`src/rtl/core/nav_pkg.sv`:
```
// ----------------------------------------------------------------------------
// nav_pkg: shared types and constants for the angular vector search
// Angle format, lane count, full-turn constant and register indexes.
// ----------------------------------------------------------------------------
package nav_pkg;

  localparam int LANES       = 6;
  localparam int ANGLE_W     = 15;
  localparam int LDIST_W     = 14;   // one lane distance, at most half a turn
  localparam int DIST_W      = 17;
  localparam int INDEX_W     = 8;
  localparam int CFG_INDEX_W = 3;

  // degrees times 64
  localparam int FULL_TURN   = 23040;
  localparam int HALF_TURN   = FULL_TURN / 2;
  localparam int NUM_JOINTS  = 6;
  localparam int ACTIVE_LANES = (NUM_JOINTS < LANES) ? NUM_JOINTS : LANES;
  localparam int MAX_DIST    = ACTIVE_LANES * HALF_TURN;

  localparam int MAX_CANDIDATES_DEF = 256;

  // register indexes: target angles occupy the first LANES slots
  localparam logic [CFG_INDEX_W-1:0] CFG_TARGET_0 = CFG_INDEX_W'(0);
  localparam logic [CFG_INDEX_W-1:0] CFG_TARGET_LAST = CFG_INDEX_W'(LANES - 1);

  typedef logic [ANGLE_W-1:0] angle_t;
  typedef angle_t [LANES-1:0] angle_vec_t;
  typedef logic [LDIST_W-1:0] ldist_t;
  typedef logic [DIST_W-1:0]  dist_t;

endpackage

```
`src/rtl/core/nav_lane_dist.sv`:
```
// ----------------------------------------------------------------------------
// nav_lane_dist: wrapped circular distance of one joint
// Reduces both angles into one turn, takes the forward difference and
// keeps the shorter way round.
// ----------------------------------------------------------------------------
module nav_lane_dist
  import nav_pkg::*;
(
  input  angle_t angle,
  input  angle_t target,
  output ldist_t gap
);

  localparam logic [15:0] TURN = 16'(FULL_TURN);

  logic [15:0] ar, tr, d, e;

  // a 15-bit value is below two turns, so one subtract reduces it
  always_comb begin
    ar = (16'(angle)  >= TURN) ? 16'(angle)  - TURN : 16'(angle);
    tr = (16'(target) >= TURN) ? 16'(target) - TURN : 16'(target);
    d  = (ar >= tr) ? ar - tr : ar + TURN - tr;
    e  = TURN - d;
  end

  assign gap = (d < e) ? LDIST_W'(d) : LDIST_W'(e);

endmodule

```
`src/rtl/core/nav_dist_sum.sv`:
```
// ----------------------------------------------------------------------------
// nav_dist_sum: summed circular distance of a candidate vector
// One lane distance unit per active joint feeding a small adder tree.
// ----------------------------------------------------------------------------
module nav_dist_sum
  import nav_pkg::*;
(
  input  angle_vec_t angles,
  input  angle_vec_t targets,
  output dist_t      sum
);

  ldist_t [ACTIVE_LANES-1:0] lane_d;

  for (genvar g = 0; g < ACTIVE_LANES; g++) begin : g_lane
    nav_lane_dist u_lane (
      .angle  (angles[g]),
      .target (targets[g]),
      .gap    (lane_d[g])
    );
  end

  always_comb begin
    sum = '0;
    for (int i = 0; i < ACTIVE_LANES; i++) begin
      sum = sum + DIST_W'(lane_d[i]);
    end
  end

endmodule

```
`src/rtl/core/nearest_angular_vector_search_unit.sv`:
```
// An accepted word goes into the input register and from there updates the search
//   state; a last-marked word also loads the output register that shows the result.
// Throughput: one candidate word per cycle; only a held result word stalls
//   the next last-marked word, set by the single output register.
// Reset: synchronous, active low; clears targets and search state at once.
// ----------------------------------------------------------------------------
// nearest_angular_vector_search_unit: nearest candidate by circular distance
// Streams candidate joint-angle vectors, scores each against the target
// vector and reports the first closest candidate when the search ends.
// ----------------------------------------------------------------------------
module nearest_angular_vector_search_unit
  import nav_pkg::*;
#(
  parameter int MAX_CANDIDATES = MAX_CANDIDATES_DEF
) (
  input  logic                   clk,
  input  logic                   rst_n,

  // configuration write port
  input  logic                   cfg_we,
  input  logic [CFG_INDEX_W-1:0] cfg_index,
  input  logic [ANGLE_W-1:0]     cfg_wdata,

  // candidate words
  input  logic                   in_valid,
  output logic                   in_stall,
  input  logic [ANGLE_W-1:0]     in_angle_0,
  input  logic [ANGLE_W-1:0]     in_angle_1,
  input  logic [ANGLE_W-1:0]     in_angle_2,
  input  logic [ANGLE_W-1:0]     in_angle_3,
  input  logic [ANGLE_W-1:0]     in_angle_4,
  input  logic [ANGLE_W-1:0]     in_angle_5,
  input  logic                   in_last,

  // result words
  output logic                   out_valid,
  input  logic                   out_stall,
  output logic [INDEX_W-1:0]     out_best_index,
  output logic [DIST_W-1:0]      out_best_distance,
  output logic [ANGLE_W-1:0]     out_best_angle_0,
  output logic [ANGLE_W-1:0]     out_best_angle_1,
  output logic [ANGLE_W-1:0]     out_best_angle_2,
  output logic [ANGLE_W-1:0]     out_best_angle_3,
  output logic [ANGLE_W-1:0]     out_best_angle_4,
  output logic [ANGLE_W-1:0]     out_best_angle_5,
  output logic                   out_index_overflow
);

  // counter must be able to hold MAX_CANDIDATES itself
  localparam int CNT_W = $clog2(MAX_CANDIDATES + 1);
  localparam logic [CNT_W-1:0] CNT_MAX  = CNT_W'(MAX_CANDIDATES);
  localparam logic [CNT_W-1:0] CNT_LAST = CNT_W'(MAX_CANDIDATES - 1);

  // --------------------------------------------------------------------------
  // Target registers
  // --------------------------------------------------------------------------
  angle_vec_t target_r;

  always_ff @(posedge clk) begin
    if (!rst_n) begin
      target_r <= '0;
    end else if (cfg_we && cfg_index >= CFG_TARGET_0 && cfg_index <= CFG_TARGET_LAST) begin
      target_r[cfg_index] <= cfg_wdata;
    end
  end

  // --------------------------------------------------------------------------
  // Input register
  // --------------------------------------------------------------------------
  logic       s1_valid_r;
  angle_vec_t s1_angles_r;
  logic       s1_last_r;
  logic       s1_adv;
  logic       out_free;
  logic       in_acc;

  // a result word needs the output register; other words always move on
  assign out_free = !out_valid || !out_stall;
  assign s1_adv   = s1_valid_r && (!s1_last_r || out_free);
  assign in_stall = s1_valid_r && !s1_adv;
  assign in_acc   = in_valid && !in_stall;

  always_ff @(posedge clk) begin
    if (!rst_n) begin
      s1_valid_r <= 1'b0;
    end else if (in_acc) begin
      s1_valid_r <= 1'b1;
    end else if (s1_adv) begin
      s1_valid_r <= 1'b0;
    end
  end

  always_ff @(posedge clk) begin
    if (in_acc) begin
      s1_angles_r <= {in_angle_5, in_angle_4, in_angle_3,
                      in_angle_2, in_angle_1, in_angle_0};
      s1_last_r   <= in_last;
    end
  end

  // --------------------------------------------------------------------------
  // Scoring
  // --------------------------------------------------------------------------
  dist_t sum;

  nav_dist_sum u_sum (
    .angles  (s1_angles_r),
    .targets (target_r),
    .sum     (sum)
  );

  // --------------------------------------------------------------------------
  // Running search state
  // --------------------------------------------------------------------------
  dist_t        min_dist_r,  min_dist_nxt;
  logic [INDEX_W-1:0] win_idx_r, win_idx_nxt;
  logic [CNT_W-1:0]   cnt_r,   cnt_nxt;
  logic         sat_r,       sat_nxt;
  logic         have_win_r,  have_win_nxt;
  angle_vec_t   win_ang_r,   win_ang_nxt;
  logic [CNT_W-1:0]   idx;

  always_comb begin
    // counter saturates; late candidates share the final index
    if (cnt_r >= CNT_MAX) begin
      idx     = CNT_LAST;
      sat_nxt = 1'b1;
      cnt_nxt = cnt_r;
    end else begin
      idx     = cnt_r;
      sat_nxt = sat_r;
      cnt_nxt = cnt_r + CNT_W'(1);
    end

    // strictly smaller wins, so ties keep the earlier candidate
    if (!have_win_r || sum < min_dist_r) begin
      have_win_nxt = 1'b1;
      min_dist_nxt = sum;
      win_idx_nxt  = INDEX_W'(idx);
      win_ang_nxt  = s1_angles_r;
    end else begin
      have_win_nxt = have_win_r;
      min_dist_nxt = min_dist_r;
      win_idx_nxt  = win_idx_r;
      win_ang_nxt  = win_ang_r;
    end
  end

  always_ff @(posedge clk) begin
    if (!rst_n || (s1_adv && s1_last_r)) begin
      // fresh search: no candidate yet
      min_dist_r <= '1;
      win_idx_r  <= '0;
      cnt_r      <= '0;
      sat_r      <= 1'b0;
      have_win_r <= 1'b0;
      win_ang_r  <= '0;
    end else if (s1_adv) begin
      min_dist_r <= min_dist_nxt;
      win_idx_r  <= win_idx_nxt;
      cnt_r      <= cnt_nxt;
      sat_r      <= sat_nxt;
      have_win_r <= have_win_nxt;
      win_ang_r  <= win_ang_nxt;
    end
  end

  // --------------------------------------------------------------------------
  // Output register, loaded with the state as it stands after the last word
  // --------------------------------------------------------------------------
  logic               out_valid_r;
  logic [INDEX_W-1:0] out_idx_r;
  dist_t              out_dist_r;
  angle_vec_t         out_ang_r;
  logic               out_ovf_r;
  logic               out_load;

  assign out_load = s1_adv && s1_last_r;

  always_ff @(posedge clk) begin
    if (!rst_n) begin
      out_valid_r <= 1'b0;
    end else if (out_load) begin
      out_valid_r <= 1'b1;
    end else if (!out_stall) begin
      out_valid_r <= 1'b0;
    end
  end

  always_ff @(posedge clk) begin
    if (out_load) begin
      out_idx_r  <= win_idx_nxt;
      out_dist_r <= min_dist_nxt;
      out_ang_r  <= win_ang_nxt;
      out_ovf_r  <= sat_nxt;
    end
  end

  assign out_valid          = out_valid_r;
  assign out_best_index     = out_idx_r;
  assign out_best_distance  = out_dist_r;
  assign out_best_angle_0   = out_ang_r[0];
  assign out_best_angle_1   = out_ang_r[1];
  assign out_best_angle_2   = out_ang_r[2];
  assign out_best_angle_3   = out_ang_r[3];
  assign out_best_angle_4   = out_ang_r[4];
  assign out_best_angle_5   = out_ang_r[5];
  assign out_index_overflow = out_ovf_r;

endmodule

```
`config.mk`:
```
export PLATFORM = sky130hd
export DESIGN_NAME = nearest_angular_vector_search_unit
export DESIGN_NICKNAME = d
export VERILOG_FILES = /design/src/rtl/core/nav_pkg.sv /design/src/rtl/core/nav_lane_dist.sv /design/src/rtl/core/nav_dist_sum.sv /design/src/rtl/core/nearest_angular_vector_search_unit.sv
export SDC_FILE = /design/constraint.sdc
export NUM_CORES = 1
export LEC_CHECK = 0
export BUFFER_PORTS_ARGS = -buffer_cell sky130_fd_sc_hd__buf_2
export CORE_MARGIN = 1.5
export CORE_UTILIZATION = 30
export DETAILED_ROUTE_END_ITERATION = 7
export GPL_ROUTABILITY_DRIVEN = 0
export PLACE_DENSITY = 0.55
export RECOVER_POWER = 50
export REMOVE_ABC_BUFFERS = 1
export SYNTH_ARGS = -nofsm -noshare
export SYNTH_HDL_FRONTEND = slang
export SYNTH_SLANG_ARGS = --single-unit
```
`constraint.sdc`:
```
create_clock -name clk -period 11.9 [get_ports clk]
set_input_delay 0 -clock clk [delete_from_list [all_inputs] [get_ports clk]]
set_output_delay 0 -clock clk [all_outputs]
set_load 0.01 [all_outputs]
```
# Word-level counts from Yosys, hierarchy flattened
# Cells that the tools add are included.
[word_totals]
register_bits = 425
[op_classes]
bitwise_logic = 1
order_cmp = 30
eq_ne = 1
n_reduce_logical = 21
n_addsub = 42
mux = 36
[op_table]
columns = ["cell", "count"]
rows = [
  ["2-to-1 mux 16 bit", 18],
  ["subtractor 15 x 15 -> 16 bit, second input constant", 12],
  ["subtractor 16 bit", 12],
  [">= comparator 15 bit, second input constant", 12],
  ["adder 16 x 15 -> 16 bit, second input constant", 6],
  [">= comparator 16 bit", 6],
  ["less-than comparator 16 bit", 6],
  ["subtractor 15 x 16 -> 16 bit, first input constant", 6],
  ["bitwise mux 90 bit", 1],
  ["2-to-1 mux 90 bit", 1],
  ["2-to-1 mux 14 bit", 6],
  ["adder 17 x 14 -> 17 bit", 4],
  ["demux 15 bit (select 3 bit)", 1],
  ["less-than comparator 17 bit", 1],
  ["2-to-1 mux 17 bit", 1],
  ["2-to-1 mux 8 bit", 2],
  ["adder 14 x 14 -> 15 bit", 1],
  ["2-to-1 mux 15 bit", 1],
  ["adder 9 x 1 -> 9 bit, second input constant", 1],
  [">= comparator 9 bit, second input constant", 1],
  ["logical AND 1 bit", 7],
  ["zero test 1 bit", 7],
  [">= comparator 3 x 1 -> 1 bit, second input constant", 2],
  ["2-to-1 mux 1 bit", 5],
  ["other kinds (7)", 11],
]

# Longest topological paths before layout
[depth]
depth_word = 16
mapped_depth = 65

# By module
# A second synthesis with hierarchy kept.
[hier_totals]
cells_unflattened = 4198
area_unflattened_um2 = 37496.0
[by_module_without_submodules]
columns = ["module", "cells_per_inst", "area_per_inst_um2", "n_inst", "seq_area_each_um2"]
rows = [
  ["nearest_angular_vector_search_unit", 1365, 16464.5, 1, 10580.1],
  ["nav_lane_dist at u_sum.g_lane[0].u_lane ...", 403, 2932.8, 4, 0.0],
  ["nav_lane_dist at u_sum.g_lane[5].u_lane", 472, 3449.6, 1, 0.0],
  ["nav_lane_dist at u_sum.g_lane[1].u_lane", 442, 3428.3, 1, 0.0],
  ["nav_dist_sum", 307, 2422.3, 1, 0.0],
]

# Worst setup path before layout
# OpenSTA, ideal clock, no wires.
[synth_path]
path_type = "reg-to-reg"
from = "register target_r[11] (netlist bit)"
to = "register out_ang_r, in the netlist out_best_angle_0[14] (data pin)"
path_buffers = 5
path_slack_ps = -513
t_required_ps = 11640
stages_incl_launch_ff = 57
arrival_time_ps = 12153
path_cell_list = "dfxtp_1 -> nand2_1 -> nor2_1 -> o21ai_0 -> or3b_2 -> xor2_1 -> ha_1 -> and4_1 -> o311ai_0 -> a21boi_0 -> nor2_1 -> clkbuf_1 -> nand2_1 -> nand2_1 -> inv_1 -> nor4_1 -> nand3b_1 -> nor2_1 -> [... 21 more ...] -> xnor2_1 -> fa_1 -> fa_1 -> fa_1 -> inv_1 -> ha_1 -> o41ai_1 -> o21bai_1 -> a21oi_1 -> xnor2_1 -> ha_1 -> a21oi_1 -> o2111ai_1 -> nand3_1 -> clkbuf_1 -> clkbuf_1 -> buf_1 -> mux2_2"
[synth_lines]
columns = ["element", "line_no", "text"]
rows = [
  ["from (decl)", "nearest_angular_vector_search_unit.sv:57", "angle_vec_t target_r;"],
  ["from (signal, indexed assignment)", "nearest_angular_vector_search_unit.sv:63", "target_r[cfg_index] <= cfg_wdata;"],
  ["to (signal assigned)", "nearest_angular_vector_search_unit.sv:194", "out_ang_r <= win_ang_nxt;"],
  ["to (decl)", "nearest_angular_vector_search_unit.sv:174", "angle_vec_t out_ang_r;"],
]

# Final worst setup path
[layout_path]
from = "register s1_angles_r[24] (netlist bit)"
to = "register win_ang_r[29] (netlist bit)"
[layout_between]
elab_chain_cells = 16
word_cells_on_any_way = 19
cone_classes = "add/sub (10); order compare (4); mux (4); reduce/logical (1)"
[layout_lines]
columns = ["element", "line_no", "text"]
rows = [
  ["from (decl)", "nearest_angular_vector_search_unit.sv:71", "angle_vec_t s1_angles_r;"],
  ["from (signal assigned)", "nearest_angular_vector_search_unit.sv:95", "s1_angles_r <= {in_angle_5, in_angle_4, in_angle_3,"],
  ["subtractor 15 x 15 -> 16 bit / >= comparator 15 bit (equally long branches)", "nav_lane_dist.sv:20", "ar = (16'(angle) >= TURN) ? 16'(angle) - TURN : 16'(angle);"],
  ["2-to-1 mux 16 bit *", "nav_lane_dist.sv:20", ""],
  ["adder 16 x 15 -> 16 bit", "nav_lane_dist.sv:22", "d = (ar >= tr) ? ar - tr : ar + TURN - tr;"],
  ["subtractor 16 bit", "nav_lane_dist.sv:22", ""],
  ["2-to-1 mux 16 bit *", "nav_lane_dist.sv:22", ""],
  ["subtractor 15 x 16 -> 16 bit", "nav_lane_dist.sv:23", "e = TURN - d;"],
  ["less-than comparator 16 bit", "nav_lane_dist.sv:26", "assign gap = (d < e) ? LDIST_W'(d) : LDIST_W'(e);"],
  ["2-to-1 mux 14 bit *", "nav_lane_dist.sv:26", ""],
  ["adder 14 x 14 -> 15 bit *", "nav_dist_sum.sv:26", "sum = sum + DIST_W'(lane_d[i]);"],
  ["adder 17 x 14 -> 17 bit * (4 in a row)", "nav_dist_sum.sv:26", ""],
  ["less-than comparator 17 bit *", "nearest_angular_vector_search_unit.sv:136", "if (!have_win_r || sum < min_dist_r) begin"],
  ["logical OR 1 bit *", "nearest_angular_vector_search_unit.sv:136", ""],
  ["2-to-1 mux 90 bit *", "nearest_angular_vector_search_unit.sv:136", ""],
  ["to (signal assigned)", "nearest_angular_vector_search_unit.sv:164", "win_ang_r <= win_ang_nxt;"],
  ["to (decl)", "nearest_angular_vector_search_unit.sv:120", "angle_vec_t win_ang_r, win_ang_nxt;"],
]
# Mark *: on every way between the ends. The rest lies on a longest branch, timed or not.
# A chain may end at the register's enable or synchronous reset.

==> impl_metrics.py <==
metrics = {
    "run_status": {
        "outcome": "complete, but fails checks",
        "violations": "capacitance limit, slew limit",
    },
    "placed_design": {
        "dpl_worst_slack_ns": -0.227,
        "port_buffers": 231,
        "hpwlAfterDp_um": 82400,
    },
    "global_route": {
        "overflow": 0,
        "grt_antenna_before_repair": 8,
        "grt_pass1_vias": 29200,
        "grt_pass1_wl_um": 166000,
        "gr-usage-all-layers_pct": 17.5,
        "grt_max_degree": 93,
    },
    "clock_network": {
        "cts.sinks": 425,
        "cts_tree": "done",
        "clockBufferDepth": 3,
        "htreeDepth": 2,
        "clk_latency_ns": 0.67,
        "clkTransAtPathRegs_ns": 0.06,
        "cts-root-buf": "clkbuf_16",
        "cts_buffers": 54,
    },
    "die": {
        "fp.coreArea_um2": 117000,
        "rows": 125,
        "io_pins": 232,
        "die_h_um": 347,
        "start_util_pct": 30.4,
        "dieWidth_um": 347,
        "dieArea_um2": 120000,
    },
    "routing": {
        "vias": 29900,
        "viasPerCell": 4.88,
        "wl_per_cell_um": 17.7,
        "drt-total-wl_um": 108000,
        "drc": 0,
        "drt-initial-drc-count": 1545,
        "first_pass_iters": 5,
        "antenna_left": 0,
    },
    "setup_path": {
        "required_ns": 12.45,
        "worstSetupPathType": "reg -> reg",
        "start_kind": "flop",
        "reg2regPathDepth": 58,
        "cpMaxStageDelayCell": "fa_1",
        "cp.depth": 58,
        "crit_buf_inv": 12,
        "crit_end": "win_ang_r[29]",
        "reg2reg_to": "win_ang_r[29]",
        "r2r_start": "s1_angles_r[24]",
        "worstPathArrival_ns": 11.95,
        "cp-startpoint": "s1_angles_r[24]",
        "endpoint_kind": "flop",
        "slowest_delay_ns": 0.54,
        "crit_family": "compound AO/OA/AOI/OAI gates",
        "crit_fanout": 10,
        "reg2reg_setup_slack_ns": 0.50,
    },
    "timing": {
        "final_max_slew_viol_count": 116,
        "fin_crit_sh_pct": 95.8,
        "slew_headroom_pct": -138,
        "finalHoldViolCount": 0,
        "skew_ns": 0.0464,
        "fmax_mhz": 87.7,
        "post-route-min-period_ns": 11.40,
        "final-setup-viol-count": 0,
        "layout_setup_ws_ns": 0.500,
        "max_slew.worst_pin.slew_ns": 3.57,
    },
    "logic_synthesis": {
        "syn_area_um2": 35500,
        "synth.area.mux_share_pct": 5.75,
        "syn_inst": 4064,
        "synth_fa_ha_area_share_pct": 17.8,
        "synth_top_family_by_area": "adder cells",
        "synth-edff-count": 207,
        "ys_top_cells_by_area": "edfxtp_1 18%, dfxtp_1 12%, ha_1 11%",
        "yosys_warnings": 0,
        "seq_area_frac_synth_pct": 29.8,
        "synth_compound_area_share_pct": 17.4,
        "synth_seq_cells": 425,
        "yosysUniqueCellTypes": 109,
        "synth-xor-area-share_pct": 5.71,
        "yosys.area_share.simple_pct": 17.0,
        "yosysTopAreaCell": "edfxtp_1",
        "netlist.area_leader.share_pct": 17.5,
        "async_reset_ff_share_pct": 0,
        "syn_area_per_cell_um2": 8.72,
        "synth_ff_type": "dfxtp_1",
    },
    "finish": {
        "syn2layout_area_growth_pct": 22.7,
        "multiInputGateArea_um2": 23400,
        "nNetsFinal": 5092,
        "final_layout_size_suffix_gt1_share_pct": 16.0,
        "final.fill_count": 12000,
        "regArea_um2": 10600,
    },
    "worst_hold_path": {
        "hold_path.class": "in -> reg",
    },
    "run": {
        "maxCapViolations": 2,
    },
}
[flip-flops by register name, summed over array words and instances, names as in the netlist, 8 cells and up]
| name | count |
|---|---|
| out_best_distance | 17 |
| out_best_angle_4 | 15 |
| s1_angles_r | 90 |
| min_dist_r | 17 |
| cnt_r | 9 |
| out_best_angle_2 | 15 |
| out_best_angle_1 | 15 |
| out_best_angle_0 | 15 |
| win_idx_r | 8 |
| out_best_angle_3 | 15 |
| win_ang_r | 90 |
| out_best_angle_5 | 15 |
| out_best_index | 8 |
| target_r | 90 |
[layout make-up]
| class | instances | area share [%] |
|---|---|---|
| flip-flops and latches | 425 | 24.3 |
| clock inverters | 29 | 0.754 |
| clock buffers | 73 | 3.48 |
| repair buffers | 544 | 9.19 |
| well taps | 1524 | 4.38 |
| diodes | 2 | 0.0115 |
| multi-input cells | 3040 | 53.7 |
| inverters | 477 | 4.12 |
[cell usage in the layout (no fill, tap or decap), types with 58 or more instances in the layout]
| cell type | netlist | routed |
|---|---|---|
| clkbuf_1 | 90 | 139 |
| clkbuf_16 | 0 | 61 |
| a21boi_0 | 103 | 102 |
| nand2_1 | 575 | 570 |
| dfxtp_1 | 218 | 209 |
| inv_1 | 477 | 473 |
| buf_4 | 2 | 160 |
| nand3_1 | 69 | 67 |
| xnor2_1 | 166 | 156 |
| o21ai_0 | 129 | 106 |
| fa_1 | 115 | 113 |
| buf_2 | 15 | 103 |
| dlygate4sd3_1 | 0 | 121 |
| mux2_2 | 121 | 121 |
| ha_1 | 321 | 311 |
| edfxtp_1 | 207 | 207 |
| mux2i_1 | 65 | 58 |
| nor2_1 | 223 | 216 |
| a21oi_1 | 263 | 242 |
[timing repair]
| item | in CTS | in global routing |
|---|---|---|
| buffers inserted | 0 | 15 |
| gates resized for setup | 9 | 186 |
| endpoints found under the setup margin | 216 | 230 |
| hold buffers | 121 | 0 |
| cloned | 0 | 5 |
| pin swaps | 2 | 64 |
| endpoints found under the hold margin | 183 | 0 |
[kinds of logic after synthesis]
logic type | after synthesis
AO/OA/AOI/OAI | 909
XOR/XNOR | 231
adder cells (fa/ha/maj) | 436
buffers and inverters | 599
flip-flops | 425
multiplexers | 188
AND/OR/NAND/NOR | 1276
[worst min path at each step]
stage	from	to	slack, ns	cells past startpoint
floorplan	in_angle_0[0]	s1_angles_r[0]	0.1	0
global placement	in_angle_2[4]	s1_angles_r[34]	0.18	1
detailed placement	in_angle_5[1]	s1_angles_r[76]	0.18	1
CTS	in_angle_2[12]	s1_angles_r[42]	0.002	2
global route	in_angle_1[0]	s1_angles_r[15]	0.02	2
finish	in_angle_2[5]	s1_angles_r[35]	0.06	2
[Yosys cell counts (69+ instances only)]
master and count:
a21boi_0 103, a21oi_1 263, clkbuf_1 90, dfxtp_1 218, edfxtp_1 207, fa_1 115
ha_1 321, inv_1 477, mux2_2 121, nand2_1 575, nand3_1 69, nor2_1 223
o21ai_0 129, xnor2_1 166
[layer usage]
metal	vias to the layer above	track usage (%)	part of all wire (%)	wire, µm
met1	14200	23.0	46	50300
met5	-	0	0.030	32
met3	120	2.60	3.9	4230
met2	467	29.5	47	50800
li1	15000	-	-	-
met4	4	4.93	2.7	2920
[through the flow]
step	setup TNS [ns]	hold slack (ns)	instances	utilization [%]	cell area, µm²
after global placement	-0.219	0.176	5870	33.9	39500
after CTS	0	0.00225	6093	36.5	42600
after detailed placement	-31.83	0.178	5870	33.9	39500
after floorplan	-1006.53	0.0989	3942	-	35000
after global routing	-12.44	0.0222	6113	37.3	43500
final	0	0.0561	6114	37.3	43500
Power is left out: the tool's default activity adds up to more than one toggle a clock period on the data nets, which glitch-free logic cannot reach.
